$ cat src/rtl/msq_pkg.sv
// ----------------------------------------------------------------------------
// msq_pkg: shared definitions for the marching squares cell core
// Default widths, register indexes, edge codes and the segment control word.
// ----------------------------------------------------------------------------
`default_nettype none

package msq_pkg;

   localparam int DEF_SAMPLE_WIDTH = 16;
   localparam int DEF_INDEX_WIDTH  = 10;
   localparam int DEF_FRAC_BITS    = 16;

   // Width of the case index (one bit per corner).
   localparam int CASE_W = 4;

   // Segment queue depth, a power of two.
   localparam int QUEUE_DEPTH = 2;

   // Configuration register indexes.
   localparam int CFG_INDEX_W = 3;
   localparam logic [CFG_INDEX_W-1:0] REG_LEVEL    = 3'd0;
   localparam logic [CFG_INDEX_W-1:0] REG_ORIGIN_X = 3'd1;
   localparam logic [CFG_INDEX_W-1:0] REG_ORIGIN_Y = 3'd2;
   localparam logic [CFG_INDEX_W-1:0] REG_STEP_X   = 3'd3;
   localparam logic [CFG_INDEX_W-1:0] REG_STEP_Y   = 3'd4;

   typedef enum logic [1:0] {
      EDGE_LEFT,
      EDGE_BOTTOM,
      EDGE_TOP,
      EDGE_RIGHT
   } edge_type;

   // Control part of one queued segment.
   typedef struct packed {
      edge_type           edge0;
      edge_type           edge1;
      logic [CASE_W-1:0]  case_idx;
      logic               last;
   } seg_ctrl_type;

endpackage

`default_nettype wire

$ cat src/rtl/msq_fifo.sv
// ----------------------------------------------------------------------------
// msq_fifo: short segment queue
// Register-based first-in first-out queue between the front and back parts.
// ----------------------------------------------------------------------------
`default_nettype none

module msq_fifo #(
   parameter int WIDTH = 8,
   parameter int DEPTH = 2
) (
   input  wire logic             clock,
   input  wire logic             reset,
   input  wire logic             in_valid,
   output logic                  in_ready,
   input  wire logic [WIDTH-1:0] in_data,
   output logic                  out_valid,
   input  wire logic             out_ready,
   output logic      [WIDTH-1:0] out_data
);

   localparam int PTR_W = (DEPTH > 1) ? $clog2(DEPTH) : 1;
   localparam int CNT_W = $clog2(DEPTH + 1);

   logic [WIDTH-1:0] mem_ff [DEPTH];
   logic [PTR_W-1:0] wr_ptr_ff;
   logic [PTR_W-1:0] rd_ptr_ff;
   logic [CNT_W-1:0] count_ff;
   logic             push;
   logic             pop;

   assign in_ready  = (count_ff != CNT_W'(DEPTH));
   assign out_valid = (count_ff != '0);
   assign out_data  = mem_ff[rd_ptr_ff];
   assign push      = in_valid && in_ready;
   assign pop       = out_valid && out_ready;

   always_ff @(posedge clock) begin
      if (reset) begin
         wr_ptr_ff <= '0;
         rd_ptr_ff <= '0;
         count_ff  <= '0;
      end else begin
         if (push) begin
            wr_ptr_ff <= (wr_ptr_ff == PTR_W'(DEPTH - 1)) ? '0 : wr_ptr_ff + 1'b1;
         end
         if (pop) begin
            rd_ptr_ff <= (rd_ptr_ff == PTR_W'(DEPTH - 1)) ? '0 : rd_ptr_ff + 1'b1;
         end
         if (push && !pop) begin
            count_ff <= count_ff + 1'b1;
         end else if (pop && !push) begin
            count_ff <= count_ff - 1'b1;
         end
      end
   end

   always_ff @(posedge clock) begin
      if (push) begin
         mem_ff[wr_ptr_ff] <= in_data;
      end
   end

endmodule

`default_nettype wire

$ cat src/rtl/msq_front.sv
// ----------------------------------------------------------------------------
// msq_front: cell classification
// Registers a cell, forms its case index and hands out one queue entry per
// segment with the edge codes and the interpolation magnitudes.
// ----------------------------------------------------------------------------
`default_nettype none

module msq_front
   import msq_pkg::*;
#(
   parameter int SAMPLE_WIDTH = DEF_SAMPLE_WIDTH,
   parameter int INDEX_WIDTH  = DEF_INDEX_WIDTH
) (
   input  wire logic                           clock,
   input  wire logic                           reset,
   input  wire logic signed [SAMPLE_WIDTH-1:0] level,
   input  wire logic                           in_valid,
   output logic                                in_ready,
   input  wire logic signed [SAMPLE_WIDTH-1:0] corner_a,
   input  wire logic signed [SAMPLE_WIDTH-1:0] corner_b,
   input  wire logic signed [SAMPLE_WIDTH-1:0] corner_c,
   input  wire logic signed [SAMPLE_WIDTH-1:0] corner_d,
   input  wire logic        [INDEX_WIDTH-1:0]  cell_col,
   input  wire logic        [INDEX_WIDTH-1:0]  cell_row,
   output logic                                out_valid,
   input  wire logic                           out_ready,
   output seg_ctrl_type                        out_ctrl,
   output logic             [SAMPLE_WIDTH:0]   out_num0,
   output logic             [SAMPLE_WIDTH:0]   out_den0,
   output logic             [SAMPLE_WIDTH:0]   out_num1,
   output logic             [SAMPLE_WIDTH:0]   out_den1,
   output logic             [INDEX_WIDTH-1:0]  out_col,
   output logic             [INDEX_WIDTH-1:0]  out_row
);

   localparam int MAG_W = SAMPLE_WIDTH + 1;

   logic                           hold_ff;
   logic                           second_ff;
   logic signed [SAMPLE_WIDTH-1:0] a_ff, b_ff, c_ff, d_ff;
   logic        [INDEX_WIDTH-1:0]  col_ff, row_ff;

   logic [CASE_W-1:0] case_idx;
   logic              two_seg;
   logic              empty;
   edge_type          e0, e1, e2, e3;
   edge_type          cur0, cur1;
   logic              last;
   logic              advance;
   logic              accept;

   // Magnitude of x - y, exact in one extra bit.
   function automatic logic [MAG_W-1:0] abs_diff(
      input logic signed [SAMPLE_WIDTH-1:0] x,
      input logic signed [SAMPLE_WIDTH-1:0] y
   );
      logic signed [MAG_W-1:0] diff;
      diff = MAG_W'(x) - MAG_W'(y);
      return diff[MAG_W-1] ? MAG_W'(-diff) : MAG_W'(diff);
   endfunction

   // Magnitudes for an edge: distance from the level and the edge span, both
   // measured from the edge's first corner.
   function automatic logic [2*MAG_W-1:0] edge_mags(input edge_type e);
      logic signed [SAMPLE_WIDTH-1:0] p;
      logic signed [SAMPLE_WIDTH-1:0] q;
      unique case (e)
         EDGE_LEFT:   begin p = a_ff; q = d_ff; end
         EDGE_BOTTOM: begin p = a_ff; q = b_ff; end
         EDGE_TOP:    begin p = d_ff; q = c_ff; end
         EDGE_RIGHT:  begin p = b_ff; q = c_ff; end
      endcase
      return {abs_diff(q, p), abs_diff(level, p)};
   endfunction

   assign case_idx = {d_ff > level, c_ff > level, b_ff > level, a_ff > level};

   always_comb begin
      two_seg = 1'b0;
      empty   = 1'b0;
      e0      = EDGE_LEFT;
      e1      = EDGE_BOTTOM;
      e2      = EDGE_TOP;
      e3      = EDGE_RIGHT;
      unique case (case_idx) inside
         4'd1, 4'd14: begin e0 = EDGE_LEFT;   e1 = EDGE_BOTTOM; end
         4'd7, 4'd8:  begin e0 = EDGE_LEFT;   e1 = EDGE_TOP;    end
         4'd4, 4'd11: begin e0 = EDGE_TOP;    e1 = EDGE_RIGHT;  end
         4'd2, 4'd13: begin e0 = EDGE_BOTTOM; e1 = EDGE_RIGHT;  end
         4'd6, 4'd9:  begin e0 = EDGE_BOTTOM; e1 = EDGE_TOP;    end
         4'd3, 4'd12: begin e0 = EDGE_LEFT;   e1 = EDGE_RIGHT;  end
         4'd10: begin
            e0 = EDGE_LEFT; e1 = EDGE_BOTTOM; e2 = EDGE_TOP; e3 = EDGE_RIGHT;
            two_seg = 1'b1;
         end
         4'd5: begin
            e0 = EDGE_LEFT; e1 = EDGE_TOP; e2 = EDGE_BOTTOM; e3 = EDGE_RIGHT;
            two_seg = 1'b1;
         end
         default: empty = 1'b1;
      endcase
   end

   assign cur0    = second_ff ? e2 : e0;
   assign cur1    = second_ff ? e3 : e1;
   assign last    = !two_seg || second_ff;
   // An empty cell leaves without using the queue.
   assign advance = hold_ff && (empty || out_ready);
   assign in_ready = !hold_ff || (advance && last);
   assign accept   = in_valid && in_ready;

   assign out_valid         = hold_ff && !empty;
   assign out_ctrl.edge0    = cur0;
   assign out_ctrl.edge1    = cur1;
   assign out_ctrl.case_idx = case_idx;
   assign out_ctrl.last     = last;
   assign out_col = col_ff;
   assign out_row = row_ff;

   // The magnitudes read the held corners and the level as well as the edge.
   always_comb begin
      {out_den0, out_num0} = edge_mags(cur0);
      {out_den1, out_num1} = edge_mags(cur1);
   end

   always_ff @(posedge clock) begin
      if (reset) begin
         hold_ff   <= 1'b0;
         second_ff <= 1'b0;
      end else if (accept) begin
         hold_ff   <= 1'b1;
         second_ff <= 1'b0;
      end else if (advance && last) begin
         hold_ff   <= 1'b0;
         second_ff <= 1'b0;
      end else if (advance) begin
         second_ff <= 1'b1;
      end
   end

   always_ff @(posedge clock) begin
      if (accept) begin
         a_ff   <= corner_a;
         b_ff   <= corner_b;
         c_ff   <= corner_c;
         d_ff   <= corner_d;
         col_ff <= cell_col;
         row_ff <= cell_row;
      end
   end

endmodule

`default_nettype wire

$ cat src/rtl/msq_back.sv
// ----------------------------------------------------------------------------
// msq_back: segment endpoint engine
// Divides out both edge fractions one bit a cycle, scales them by the cell
// step, adds the cell origin, saturates and drives the response register.
// ----------------------------------------------------------------------------
`default_nettype none

module msq_back
   import msq_pkg::*;
#(
   parameter int SAMPLE_WIDTH = DEF_SAMPLE_WIDTH,
   parameter int INDEX_WIDTH  = DEF_INDEX_WIDTH,
   parameter int FRAC_BITS    = DEF_FRAC_BITS
) (
   input  wire logic                            clock,
   input  wire logic                            reset,
   input  wire logic signed [FRAC_BITS+3:0]     origin_x,
   input  wire logic signed [FRAC_BITS+3:0]     origin_y,
   input  wire logic        [FRAC_BITS-1:0]     step_x,
   input  wire logic        [FRAC_BITS-1:0]     step_y,
   input  wire logic                            in_valid,
   output logic                                 in_ready,
   input  wire seg_ctrl_type                    in_ctrl,
   input  wire logic        [SAMPLE_WIDTH:0]    in_num0,
   input  wire logic        [SAMPLE_WIDTH:0]    in_den0,
   input  wire logic        [SAMPLE_WIDTH:0]    in_num1,
   input  wire logic        [SAMPLE_WIDTH:0]    in_den1,
   input  wire logic        [INDEX_WIDTH-1:0]   in_col,
   input  wire logic        [INDEX_WIDTH-1:0]   in_row,
   output logic                                 out_valid,
   input  wire logic                            out_ready,
   output logic signed      [FRAC_BITS+3:0]     out_start_x,
   output logic signed      [FRAC_BITS+3:0]     out_start_y,
   output logic signed      [FRAC_BITS+3:0]     out_end_x,
   output logic signed      [FRAC_BITS+3:0]     out_end_y,
   output logic             [CASE_W-1:0]        out_case_idx,
   output logic                                 out_last
);

   localparam int CW     = FRAC_BITS + 4;
   localparam int MAG_W  = SAMPLE_WIDTH + 1;
   localparam int REM_W  = SAMPLE_WIDTH + 2;
   localparam int T_W    = FRAC_BITS + 1;
   localparam int IP_W   = INDEX_WIDTH + FRAC_BITS;
   localparam int FP_W   = T_W + FRAC_BITS;
   localparam int SUM_W  = IP_W + 3;
   localparam int CNT_W  = $clog2(FRAC_BITS);

   typedef enum logic [2:0] {S_IDLE, S_DIV, S_MUL, S_SUM, S_HOLD} state_type;

   state_type          state_ff, state_in;
   logic [CNT_W-1:0]   cnt_ff;
   seg_ctrl_type       ctrl_ff;
   logic [INDEX_WIDTH-1:0] col_ff, row_ff;
   logic [MAG_W-1:0]   den_ff  [2];
   logic [REM_W-1:0]   rem_ff  [2];
   logic [FRAC_BITS-1:0] quo_ff [2];
   logic               full_ff [2];
   logic               zero_ff [2];
   logic [IP_W-1:0]    col_prod_ff, row_prod_ff;
   logic [FP_W-1:0]    frac_prod_ff [2];
   logic signed [CW-1:0] res_ff [4];

   logic [MAG_W-1:0]   num_sel [2];
   logic [MAG_W-1:0]   den_sel [2];
   logic [T_W-1:0]     t_val   [2];
   edge_type           edge_k  [2];
   logic signed [CW-1:0] coord [4];

   // Origin plus whole-cell offset plus in-cell offset, clamped to Q4.F.
   function automatic logic signed [CW-1:0] sat_coord(
      input logic signed [CW-1:0] org,
      input logic [IP_W-1:0]      prod,
      input logic [T_W-1:0]       off
   );
      logic signed [SUM_W-1:0] sum;
      logic signed [SUM_W-1:0] hi;
      logic signed [SUM_W-1:0] lo;
      hi  = SUM_W'((1 << (CW - 1)) - 1);
      lo  = -SUM_W'(1 << (CW - 1));
      sum = SUM_W'(org) + $signed(SUM_W'(prod)) + $signed(SUM_W'(off));
      if (sum > hi) begin
         return CW'(hi);
      end else if (sum < lo) begin
         return CW'(lo);
      end
      return CW'(sum);
   endfunction

   assign in_ready  = (state_ff == S_IDLE);
   assign num_sel[0] = in_num0;
   assign num_sel[1] = in_num1;
   assign den_sel[0] = in_den0;
   assign den_sel[1] = in_den1;
   assign edge_k[0]  = ctrl_ff.edge0;
   assign edge_k[1]  = ctrl_ff.edge1;

   always_comb begin
      for (int k = 0; k < 2; k++) begin
         if (zero_ff[k]) begin
            t_val[k] = '0;
         end else if (full_ff[k]) begin
            t_val[k] = T_W'(1) << FRAC_BITS;
         end else begin
            t_val[k] = {1'b0, quo_ff[k]};
         end
      end
   end

   // Endpoint coordinates from the registered products.
   always_comb begin
      for (int k = 0; k < 2; k++) begin
         logic [T_W-1:0] frac;
         logic [T_W-1:0] xoff;
         logic [T_W-1:0] yoff;
         frac = frac_prod_ff[k][FP_W-1:FRAC_BITS];
         unique case (edge_k[k])
            EDGE_LEFT:   begin xoff = '0;              yoff = frac;           end
            EDGE_BOTTOM: begin xoff = frac;            yoff = '0;             end
            EDGE_TOP:    begin xoff = frac;            yoff = {1'b0, step_y}; end
            EDGE_RIGHT:  begin xoff = {1'b0, step_x};  yoff = frac;           end
         endcase
         coord[2*k]     = sat_coord(origin_x, col_prod_ff, xoff);
         coord[2*k + 1] = sat_coord(origin_y, row_prod_ff, yoff);
      end
   end

   always_comb begin
      state_in = state_ff;
      unique case (state_ff)
         S_IDLE: if (in_valid) state_in = S_DIV;
         S_DIV:  if (cnt_ff == CNT_W'(FRAC_BITS - 1)) state_in = S_MUL;
         S_MUL:  state_in = S_SUM;
         S_SUM:  state_in = S_HOLD;
         S_HOLD: if (!out_valid || out_ready) state_in = S_IDLE;
         default: state_in = S_IDLE;
      endcase
   end

   always_ff @(posedge clock) begin
      if (reset) begin
         state_ff  <= S_IDLE;
         out_valid <= 1'b0;
      end else begin
         state_ff <= state_in;
         if (state_ff == S_HOLD && (!out_valid || out_ready)) begin
            out_valid <= 1'b1;
         end else if (out_ready) begin
            out_valid <= 1'b0;
         end
      end
   end

   always_ff @(posedge clock) begin
      unique case (state_ff)
         S_IDLE: begin
            cnt_ff  <= '0;
            ctrl_ff <= in_ctrl;
            col_ff  <= in_col;
            row_ff  <= in_row;
            for (int k = 0; k < 2; k++) begin
               den_ff[k]  <= den_sel[k];
               rem_ff[k]  <= REM_W'(num_sel[k]);
               zero_ff[k] <= (den_sel[k] == '0);
               full_ff[k] <= (num_sel[k] >= den_sel[k]);
               quo_ff[k]  <= '0;
            end
         end
         S_DIV: begin
            cnt_ff <= cnt_ff + 1'b1;
            // Restoring division, one quotient bit per cycle.
            for (int k = 0; k < 2; k++) begin
               logic [REM_W-1:0] r2;
               r2 = {rem_ff[k][REM_W-2:0], 1'b0};
               if (r2 >= REM_W'(den_ff[k])) begin
                  rem_ff[k] <= r2 - REM_W'(den_ff[k]);
                  quo_ff[k] <= {quo_ff[k][FRAC_BITS-2:0], 1'b1};
               end else begin
                  rem_ff[k] <= r2;
                  quo_ff[k] <= {quo_ff[k][FRAC_BITS-2:0], 1'b0};
               end
            end
         end
         S_MUL: begin
            col_prod_ff <= IP_W'(col_ff) * IP_W'(step_x);
            row_prod_ff <= IP_W'(row_ff) * IP_W'(step_y);
            for (int k = 0; k < 2; k++) begin
               if (edge_k[k] == EDGE_BOTTOM || edge_k[k] == EDGE_TOP) begin
                  frac_prod_ff[k] <= FP_W'(t_val[k]) * FP_W'(step_x);
               end else begin
                  frac_prod_ff[k] <= FP_W'(t_val[k]) * FP_W'(step_y);
               end
            end
         end
         S_SUM: begin
            for (int i = 0; i < 4; i++) begin
               res_ff[i] <= coord[i];
            end
         end
         S_HOLD: begin
            if (!out_valid || out_ready) begin
               out_start_x  <= res_ff[0];
               out_start_y  <= res_ff[1];
               out_end_x    <= res_ff[2];
               out_end_y    <= res_ff[3];
               out_case_idx <= ctrl_ff.case_idx;
               out_last     <= ctrl_ff.last;
            end
         end
         default: begin
         end
      endcase
   end

endmodule

`default_nettype wire

$ cat src/rtl/marching_squares_cell_core.sv
// ----------------------------------------------------------------------------
// marching_squares_cell_core: isoline segments for one grid cell per request
// Each segment passes the front, the queue and the back's divide, multiply,
// sum and hold states before it appears on rsp. The back takes a new segment
// only once it is done with the last one; its restoring divider produces one
// fraction bit per cycle. Cells with every corner on the same side of the
// level leave the front without using the queue. Reset is synchronous
// and active high; it empties the pipeline and queue and loads the defaults.
// ----------------------------------------------------------------------------
`default_nettype none

module marching_squares_cell_core
   import msq_pkg::*;
#(
   parameter int SAMPLE_WIDTH = DEF_SAMPLE_WIDTH,
   parameter int INDEX_WIDTH  = DEF_INDEX_WIDTH,
   parameter int FRAC_BITS    = DEF_FRAC_BITS,
   localparam int CW          = FRAC_BITS + 4,
   localparam int CFG_W       = (SAMPLE_WIDTH > CW) ? SAMPLE_WIDTH : CW,
   localparam int REQ_W       = ((4 * SAMPLE_WIDTH + 2 * INDEX_WIDTH + 7) / 8) * 8,
   localparam int RSP_W       = ((4 * CW + 7) / 8) * 8
) (
   input  wire logic                   clock,
   input  wire logic                   reset,
   // Request: corner_a, corner_b, corner_c, corner_d, cell_col, cell_row.
   input  wire logic                   req_tvalid,
   output logic                        req_tready,
   input  wire logic [REQ_W-1:0]       req_tdata,
   // Response: start_x, start_y, end_x, end_y.
   output logic                        rsp_tvalid,
   input  wire logic                   rsp_tready,
   output logic      [RSP_W-1:0]       rsp_tdata,
   // Response user: case_index.
   output logic      [CASE_W-1:0]      rsp_tuser,
   output logic                        rsp_tlast,
   input  wire logic                   csr_we,
   input  wire logic [CFG_INDEX_W-1:0] csr_index,
   input  wire logic [CFG_W-1:0]       csr_wdata
);

   localparam int SW    = SAMPLE_WIDTH;
   localparam int IW    = INDEX_WIDTH;
   localparam int MAG_W = SW + 1;
   localparam int CTRL_W  = $bits(seg_ctrl_type);
   localparam int ENTRY_W = CTRL_W + 4 * MAG_W + 2 * IW;

   // Register defaults: origin -1.0 and a step of about 2/49 of one.
   localparam logic signed [CW-1:0] ORIGIN_RESET = -(CW'(1) << FRAC_BITS);
   localparam logic [FRAC_BITS-1:0] STEP_RESET =
      FRAC_BITS'((4 * (2 ** FRAC_BITS) + 49) / 98);

   // Configuration registers.
   logic signed [SW-1:0]        level_ff;
   logic signed [CW-1:0]        origin_x_ff, origin_y_ff;
   logic        [FRAC_BITS-1:0] step_x_ff, step_y_ff;

   always_ff @(posedge clock) begin
      if (reset) begin
         level_ff    <= '0;
         origin_x_ff <= ORIGIN_RESET;
         origin_y_ff <= ORIGIN_RESET;
         step_x_ff   <= STEP_RESET;
         step_y_ff   <= STEP_RESET;
      end else if (csr_we) begin
         unique case (csr_index)
            REG_LEVEL:    level_ff    <= csr_wdata[SW-1:0];
            REG_ORIGIN_X: origin_x_ff <= csr_wdata[CW-1:0];
            REG_ORIGIN_Y: origin_y_ff <= csr_wdata[CW-1:0];
            REG_STEP_X:   step_x_ff   <= csr_wdata[FRAC_BITS-1:0];
            REG_STEP_Y:   step_y_ff   <= csr_wdata[FRAC_BITS-1:0];
            default: begin
            end
         endcase
      end
   end

   // Front: classification and per-segment expansion of each cell request.
   logic              f_valid, f_ready;
   seg_ctrl_type      f_ctrl;
   logic [MAG_W-1:0]  f_num0, f_den0, f_num1, f_den1;
   logic [IW-1:0]     f_col, f_row;

   msq_front #(
      .SAMPLE_WIDTH (SW),
      .INDEX_WIDTH  (IW)
   ) u_front (
      .clock     (clock),
      .reset     (reset),
      .level     (level_ff),
      .in_valid  (req_tvalid),
      .in_ready  (req_tready),
      .corner_a  (req_tdata[SW-1:0]),
      .corner_b  (req_tdata[2*SW-1:SW]),
      .corner_c  (req_tdata[3*SW-1:2*SW]),
      .corner_d  (req_tdata[4*SW-1:3*SW]),
      .cell_col  (req_tdata[4*SW+IW-1:4*SW]),
      .cell_row  (req_tdata[4*SW+2*IW-1:4*SW+IW]),
      .out_valid (f_valid),
      .out_ready (f_ready),
      .out_ctrl  (f_ctrl),
      .out_num0  (f_num0),
      .out_den0  (f_den0),
      .out_num1  (f_num1),
      .out_den1  (f_den1),
      .out_col   (f_col),
      .out_row   (f_row)
   );

   // The queue lets the front keep classifying while the back is dividing.
   logic               q_valid, q_ready;
   logic [ENTRY_W-1:0] q_in, q_out;
   seg_ctrl_type       q_ctrl;
   logic [MAG_W-1:0]   q_num0, q_den0, q_num1, q_den1;
   logic [IW-1:0]      q_col, q_row;

   assign q_in = {f_row, f_col, f_den1, f_num1, f_den0, f_num0, f_ctrl};
   assign {q_row, q_col, q_den1, q_num1, q_den0, q_num0, q_ctrl} = q_out;

   msq_fifo #(
      .WIDTH (ENTRY_W),
      .DEPTH (QUEUE_DEPTH)
   ) u_queue (
      .clock     (clock),
      .reset     (reset),
      .in_valid  (f_valid),
      .in_ready  (f_ready),
      .in_data   (q_in),
      .out_valid (q_valid),
      .out_ready (q_ready),
      .out_data  (q_out)
   );

   // Back: fractions, scaling, saturation and the response register.
   logic signed [CW-1:0] b_start_x, b_start_y, b_end_x, b_end_y;

   msq_back #(
      .SAMPLE_WIDTH (SW),
      .INDEX_WIDTH  (IW),
      .FRAC_BITS    (FRAC_BITS)
   ) u_back (
      .clock        (clock),
      .reset        (reset),
      .origin_x     (origin_x_ff),
      .origin_y     (origin_y_ff),
      .step_x       (step_x_ff),
      .step_y       (step_y_ff),
      .in_valid     (q_valid),
      .in_ready     (q_ready),
      .in_ctrl      (q_ctrl),
      .in_num0      (q_num0),
      .in_den0      (q_den0),
      .in_num1      (q_num1),
      .in_den1      (q_den1),
      .in_col       (q_col),
      .in_row       (q_row),
      .out_valid    (rsp_tvalid),
      .out_ready    (rsp_tready),
      .out_start_x  (b_start_x),
      .out_start_y  (b_start_y),
      .out_end_x    (b_end_x),
      .out_end_y    (b_end_y),
      .out_case_idx (rsp_tuser),
      .out_last     (rsp_tlast)
   );

   // Endpoints packed from the lowest bit up, zero fill to whole bytes.
   assign rsp_tdata = RSP_W'({b_end_y, b_end_x, b_start_y, b_start_x});

endmodule

`default_nettype wire

$ cat config.mk
export PLATFORM = sky130hd
export DESIGN_NAME = marching_squares_cell_core
export DESIGN_NICKNAME = d
export VERILOG_FILES = /design/src/rtl/msq_pkg.sv /design/src/rtl/msq_fifo.sv /design/src/rtl/msq_front.sv /design/src/rtl/msq_back.sv /design/src/rtl/marching_squares_cell_core.sv
export SDC_FILE = /design/constraint.sdc
export NUM_CORES = 2
export LEC_CHECK = 0
export BUFFER_PORTS_ARGS = -buffer_cell sky130_fd_sc_hd__buf_2
export CAP_MARGIN = 20
export CORE_UTILIZATION = 45
export DETAILED_ROUTE_END_ITERATION = 7
export GPL_TIMING_DRIVEN = 1
export PLACE_DENSITY = 0.58
export SLEW_MARGIN = 20
export SYNTH_ARGS = -nofsm -noshare
export SYNTH_HDL_FRONTEND = slang
export SYNTH_SLANG_ARGS = --single-unit
$ cat constraint.sdc
create_clock -name clock -period 11 [get_ports clock]
set_input_delay 2.75 -clock clock [delete_from_list [all_inputs] [get_ports clock]]
set_output_delay 2.75 -clock clock [all_outputs]
set_load 0.01 [all_outputs]
# [Word level (Yosys, flattened, before mapping)]
# Memories as Yosys holds them, arrays and structs flattened. A register that Yosys moved wholly into a read port is not among the register bits.
# Index checks and enable logic that the tools add are counted.
[totals] mem_bits_rw=446 register_bits=272 mem_count=8 wordCells=282 rom_bits=0 latch_bits=0
[memory_table] memory="u_queue.mem_ff" depth=2 width=97 read_ports=1 rd_ports_with_merged_regs=1 wr=1 line_no="msq_fifo.sv:24" text="logic [WIDTH-1:0] mem_ff [DEPTH];"
[memory_table] memory="u_back.res_ff" depth=4 width=20 read_ports=4 rd_ports_with_merged_regs=4 wr=4 line_no="msq_back.sv:62" text="logic signed [CW-1:0] res_ff [4];"
[memory_table] memory="u_back.frac_prod_ff" depth=2 width=33 read_ports=2 rd_ports_with_merged_regs=0 wr=2 line_no="msq_back.sv:61" text="logic [FP_W-1:0] frac_prod_ff [2];"
[memory_table] memory="u_back.rem_ff" depth=2 width=18 read_ports=2 rd_ports_with_merged_regs=0 wr=2 line_no="msq_back.sv:56" text="logic [REM_W-1:0] rem_ff [2];"
[memory_table] memory="u_back.den_ff" depth=2 width=17 read_ports=2 rd_ports_with_merged_regs=0 wr=2 line_no="msq_back.sv:55" text="logic [MAG_W-1:0] den_ff [2];"
[memory_table] memory="u_back.quo_ff" depth=2 width=16 read_ports=2 rd_ports_with_merged_regs=0 wr=2 line_no="msq_back.sv:57" text="logic [FRAC_BITS-1:0] quo_ff [2];"
[memory_table] memory="2 more memories"
[classes] n_lt_le_gt_ge=16 div_mod_pow=0 add_sub_neg=21 n_reduce_logical=55 bitwise=10 n_mux=98 shift=0 n_mul=6 n_eq_ne=39
[ops] cell="$mux 20" n=12
[ops] cell="$pmux 17 s3" n=4
[ops] cell="$pmux 16 s3" n=4
[ops] cell="$mux 17" n=8
[ops] cell="$mul 17x16->33" n=4
[ops] cell="$add 29x18->29" n=4
[ops] cell="$gt 29x20->1 const B" n=4
[ops] cell="$lt 29x20->1 const B" n=4
[ops] cell="$mux 18" n=4
[ops] cell="$neg 17->17" n=4
[ops] cell="$sub 16x16->17" n=4
[ops] cell="$mux 33" n=2
[ops] cell="$gt 16x16->1" n=4
[ops] cell="$mux 16" n=4
[ops] cell="$add 20x27->28" n=2
[ops] cell="$mul 10x16->26" n=2
[ops] cell="$mux 1" n=48
[ops] cell="$ge 18x17->1" n=2
[ops] cell="$sub 18x17->18" n=2
[ops] cell="$ge 17x17->1" n=2
[ops] cell="$logic_not 17->1" n=2
[ops] cell="$eq 4x4->1 const B" n=8
[ops] cell="$reduce_or 2->1" n=10
[ops] cell="$eq 2x2->1 const B" n=8
[ops] cell="other kinds (32)" n=93

# [Longest topological paths before layout]
[depth] depth_word=11 depth_mapped=33

# [By module]
# A second synthesis with hierarchy kept.
[hier_totals] cells_unflattened=9306 hier_area_um2=90360.4
[modules_own_cells] mod="msq_back" n_inst=1 seq_area_each_um2=11711.2 area_per_inst_um2=68378.1 cells_each=7317
[modules_own_cells] mod="msq_front" n_inst=1 seq_area_each_um2=2562.5 area_per_inst_um2=11172.0 cells_each=1343
[modules_own_cells] mod="msq_fifo" n_inst=1 seq_area_each_um2=5925.7 area_per_inst_um2=7339.5 cells_each=326
[modules_own_cells] mod="marching_squares_cell_core" n_inst=1 seq_area_each_um2=1761.7 area_per_inst_um2=3470.8 cells_each=320

# [Least setup slack after synthesis]
# No wires, ideal clock.
[synth_timing] path_kind="register to register" start="memory u_back.zero_ff[0][0]" end="memory u_back.frac_prod_ff[0][32] (netlist bit) (data pin)" arrival_ns=7.384 setup_ns=0.267 path_slack_ns=3.349 t_required_ns=10.733 path_buffers=2 stages_incl_launch_ff=33 cell_sequence="edfxtp_1 > nor2_1 > clkbuf_1 > and2_0 > clkbuf_1 > nand2_1 > fa_1 > inv_1 > fa_1 > inv_1 > fa_1 > inv_1 > fa_1 > inv_1 > fa_1 > inv_1 > fa_1 > ha_1 > nor2b_1 > o21ai_0 > nand2b_1 > a21oi_1 > nor2b_1 > o41ai_1 > a2111oi_0 > o31ai_1 > o211ai_1 > nand3_1 > a31oi_1 > inv_1 > a21oi_1 > xnor2_1 > mux2i_1"
[synth_lines] item="start: declaration" line_no="msq_back.sv:59" text="logic zero_ff [2];"
[synth_lines] item="end: declaration" line_no="msq_back.sv:61"

==> results.json <==
{
  "portBuffers": 198,
  "cp_max_fo": 32,
  "core_um2": 191000,
  "final.setup.tns_ns": 0,
  "crit_top_cell": "fa_1",
  "first_global_vias": 66500,
  "cp.required_ns": 11.43,
  "area_growth_pct": 7.57,
  "timing.fmax_ghz": 0.105,
  "die_w_um": 442,
  "crit_path_start_kind": "flop",
  "seq_area_frac_synth_pct": 25.3,
  "hold_class": "flop to flop",
  "avgRoutedWirePerCell_um": 22.0,
  "irDropWorstVdd_uv": 874,
  "maxCapViolCount": 0,
  "place.detailed.hpwl_um": 194000,
  "regArea_um2": 22000,
  "drt_iter0_drc": 5011,
  "clkTransAtPathRegs_ns": 0.06,
  "via_per_inst": 5.60,
  "drive_above_1_share_pct": 7.76,
  "critPathKind": "flop to flop",
  "htreeDepth": 3,
  "timing.final.crit_share_pct": 86.6,
  "yosysWarnings": 0,
  "async_flop_share_pct": 0,
  "whs_ns": 0.414,
  "cts_buffers": 90,
  "finalClockSkew_ns": 0.0707,
  "power.internal_mw": 15.2,
  "synth_edf_count": 664,
  "cts_tree": "yes",
  "drc": 0,
  "worst-path-buf-inv": 6,
  "nFillCells": 17800,
  "ys_ff_latch": 765,
  "report.final.slew_viol_count": 0,
  "rsz0062_at_grt": "no",
  "io_pins": 203,
  "synth_top_area_share_pct": 24.4,
  "hold_viol": 0,
  "power_frac_seq_pct": 18.6,
  "maxSlewHeadroom_pct": 24.4,
  "grt_usage_pct": 26.0,
  "root_buffer": "clkbuf_16",
  "cts_resized": 0,
  "clk-insertion-delay-late_ns": 0.77,
  "power.density_nw_per_um2": 314,
  "start_util_pct": 45.5,
  "syn_inst": 9021,
  "power_switching_mw": 14.2,
  "finalSetupViolCount": 0,
  "die_area_um2": 195000,
  "die_h_um": 442,
  "pwr-share-clk_pct": 10.9,
  "ys.flop_type": "edfxtp_1",
  "final_nets": 11000,
  "end_kind": "flop",
  "cp_top_family": "adder cells",
  "synth.most_common_cell": "inv_1",
  "place_congestion": 0.937,
  "synthTopCellsByArea": "fa_1 24%, edfxtp_1 23%, ha_1 12%",
  "switching_share_pct": 48.3,
  "clock_sink_count": 765,
  "wl_um": 254000,
  "postCtsHoldBufs": 0,
  "max_stage_delay_ns": 0.75,
  "cp.arrival_ns": 9.96,
  "antenna_found_initial": 12,
  "worstMarginPinSlew_ns": 1.13,
  "synth_area_leader_cell": "fa_1",
  "post_cts_buffers": 0,
  "grt_max_degree": 81,
  "power_leakage_nw": 42.9,
  "grt_pass1_wl_um": 392000,
  "run_status": "completed",
  "period_minus_slack_ns": 9.53,
  "globalRoute.totalOverflow": 0,
  "drtAntennaViolNets": 0,
  "ctsLongestPathBuffers": 3,
  "dr.pass1.iters": 7,
  "ys_types": 133,
  "synth_top_cells_by_count": "1394 x inv_1, 1318 x nand2_1, 1058 x fa_1",
  "multi_input_area_um2": 58000,
  "slowest_stage": "and2_1",
  "vias": 64800,
  "syn_nets": 11000,
  "num_rows": 160,
  "syn_avg_cell_area_um2": 9.64,
  "synth_area_um2": 87000,
  "power.share.combinational_pct": 70.6
}
power by group through the flow:
stage	clock network (mW)	registers (mW)	logic, mW
6_report	3.20	5.46	20.7
5_1_grt	3.37	5.50	23.5
4_1_cts	3.27	5.44	20.8
3_5_place_dp	0	5.49	20.6
3_3_place_gp	0	5.48	20.2
2_1_floorplan	0	5.05	15.8
registers in the layout (all words and copies together), names as in the netlist, 20 cells and up, named ones only:
signal	flops
u_back.den_ff	34
u_back.row_prod_ff	26
u_queue.mem_ff	194
u_back.res_ff	80
u_back.rem_ff	34
u_back.col_prod_ff	26
origin_y_ff	20
u_back.frac_prod_ff	34
u_back.quo_ff	32
origin_x_ff	20
rsp_tdata	80
per-layer routing:
layer  global-route usage (%)  vias up  routed length [um]
li1                         -    29700                   -
met2                     43.6     2307              120000
met4                     9.47        6               10100
met3                     3.67      486               17000
met1                     34.2    32300              107000
met5                        0        -                  43
cell families (layout without fill, tap and decap cells):
group / Yosys count / after routing / synth area share [%]
buffers and inverters: 1859 / 1889 / 8.14
XOR/XNOR: 319 / 319 / 3.25
other: 0 / 4 / 0
multiplexers: 130 / 130 / 1.60
AND/OR/NAND/NOR: 2806 / 2806 / 15.4
adder cells (fa/ha/maj): 1919 / 1919 / 36.7
AO/OA/AOI/OAI: 1223 / 1223 / 9.60
flip-flops: 765 / 765 / 25.3
layout make-up:
class                      instances  area share [%]
antenna                            4          0.0107
clock buffer                     104            2.50
clock inverter                    62           0.895
inverter                        1399            5.62
multi-input combinational       6397            62.0
sequential                       765            23.5
tap                             2511            3.36
timing repair buffer             324            2.09
cell usage in the layout (no fill, tap or decap), types with 32 or more instances in the layout:
master,count
nand3_1,85
o31ai_1,37
o21bai_1,45
a21o_1,101
nand2b_1,46
buf_4,126
o211ai_1,37
nor2b_1,53
o21ai_0,219
and2_1,252
clkbuf_16,91
xnor2_1,218
o22ai_1,32
o21a_1,57
dfxtp_1,69
buf_2,197
ha_1,854
a21oi_1,307
fa_1,1058
edfxtp_1,664
mux2i_1,56
nand2_1,1318
nor2_1,349
a31oi_1,42
nand3b_1,32
nand4_1,45
a22oi_1,69
inv_1,1393
mux2_2,74
and3_1,373
xor2_1,98
nor3_1,89
path summary, 6_finish.rpt:
check / end / startpoint / slack, ns / cells after the start
worst max-delay path: u_back.frac_prod_ff[1][32] / u_back.zero_ff[0][1] / 1.47 / 27
worst min-delay path: rsp_tdata[77] / u_back.res_ff[3][17] / 0.41 / 0
worst max register to register: u_back.frac_prod_ff[1][32] / u_back.zero_ff[0][1] / 1.47 / 27
worst min register to register: rsp_tdata[77] / u_back.res_ff[3][17] / 0.41 / 0
metrics by stage:
stage               setup WS [ns]  total power [mW]  cells  cell area, um^2  utilization [%]
global placement             1.72              25.7  11400            90400             47.3
CTS                          1.56              29.5  11600            93500             49.0
detailed placement           1.62              26.1  11400            90400             47.3
global route                0.760              32.4  11600            93500             49.0
finish                       1.47              29.4  11600            93600             49.0
floorplan                    3.35              20.9   9021            87000                -
(Power assumes the default switching activity.)
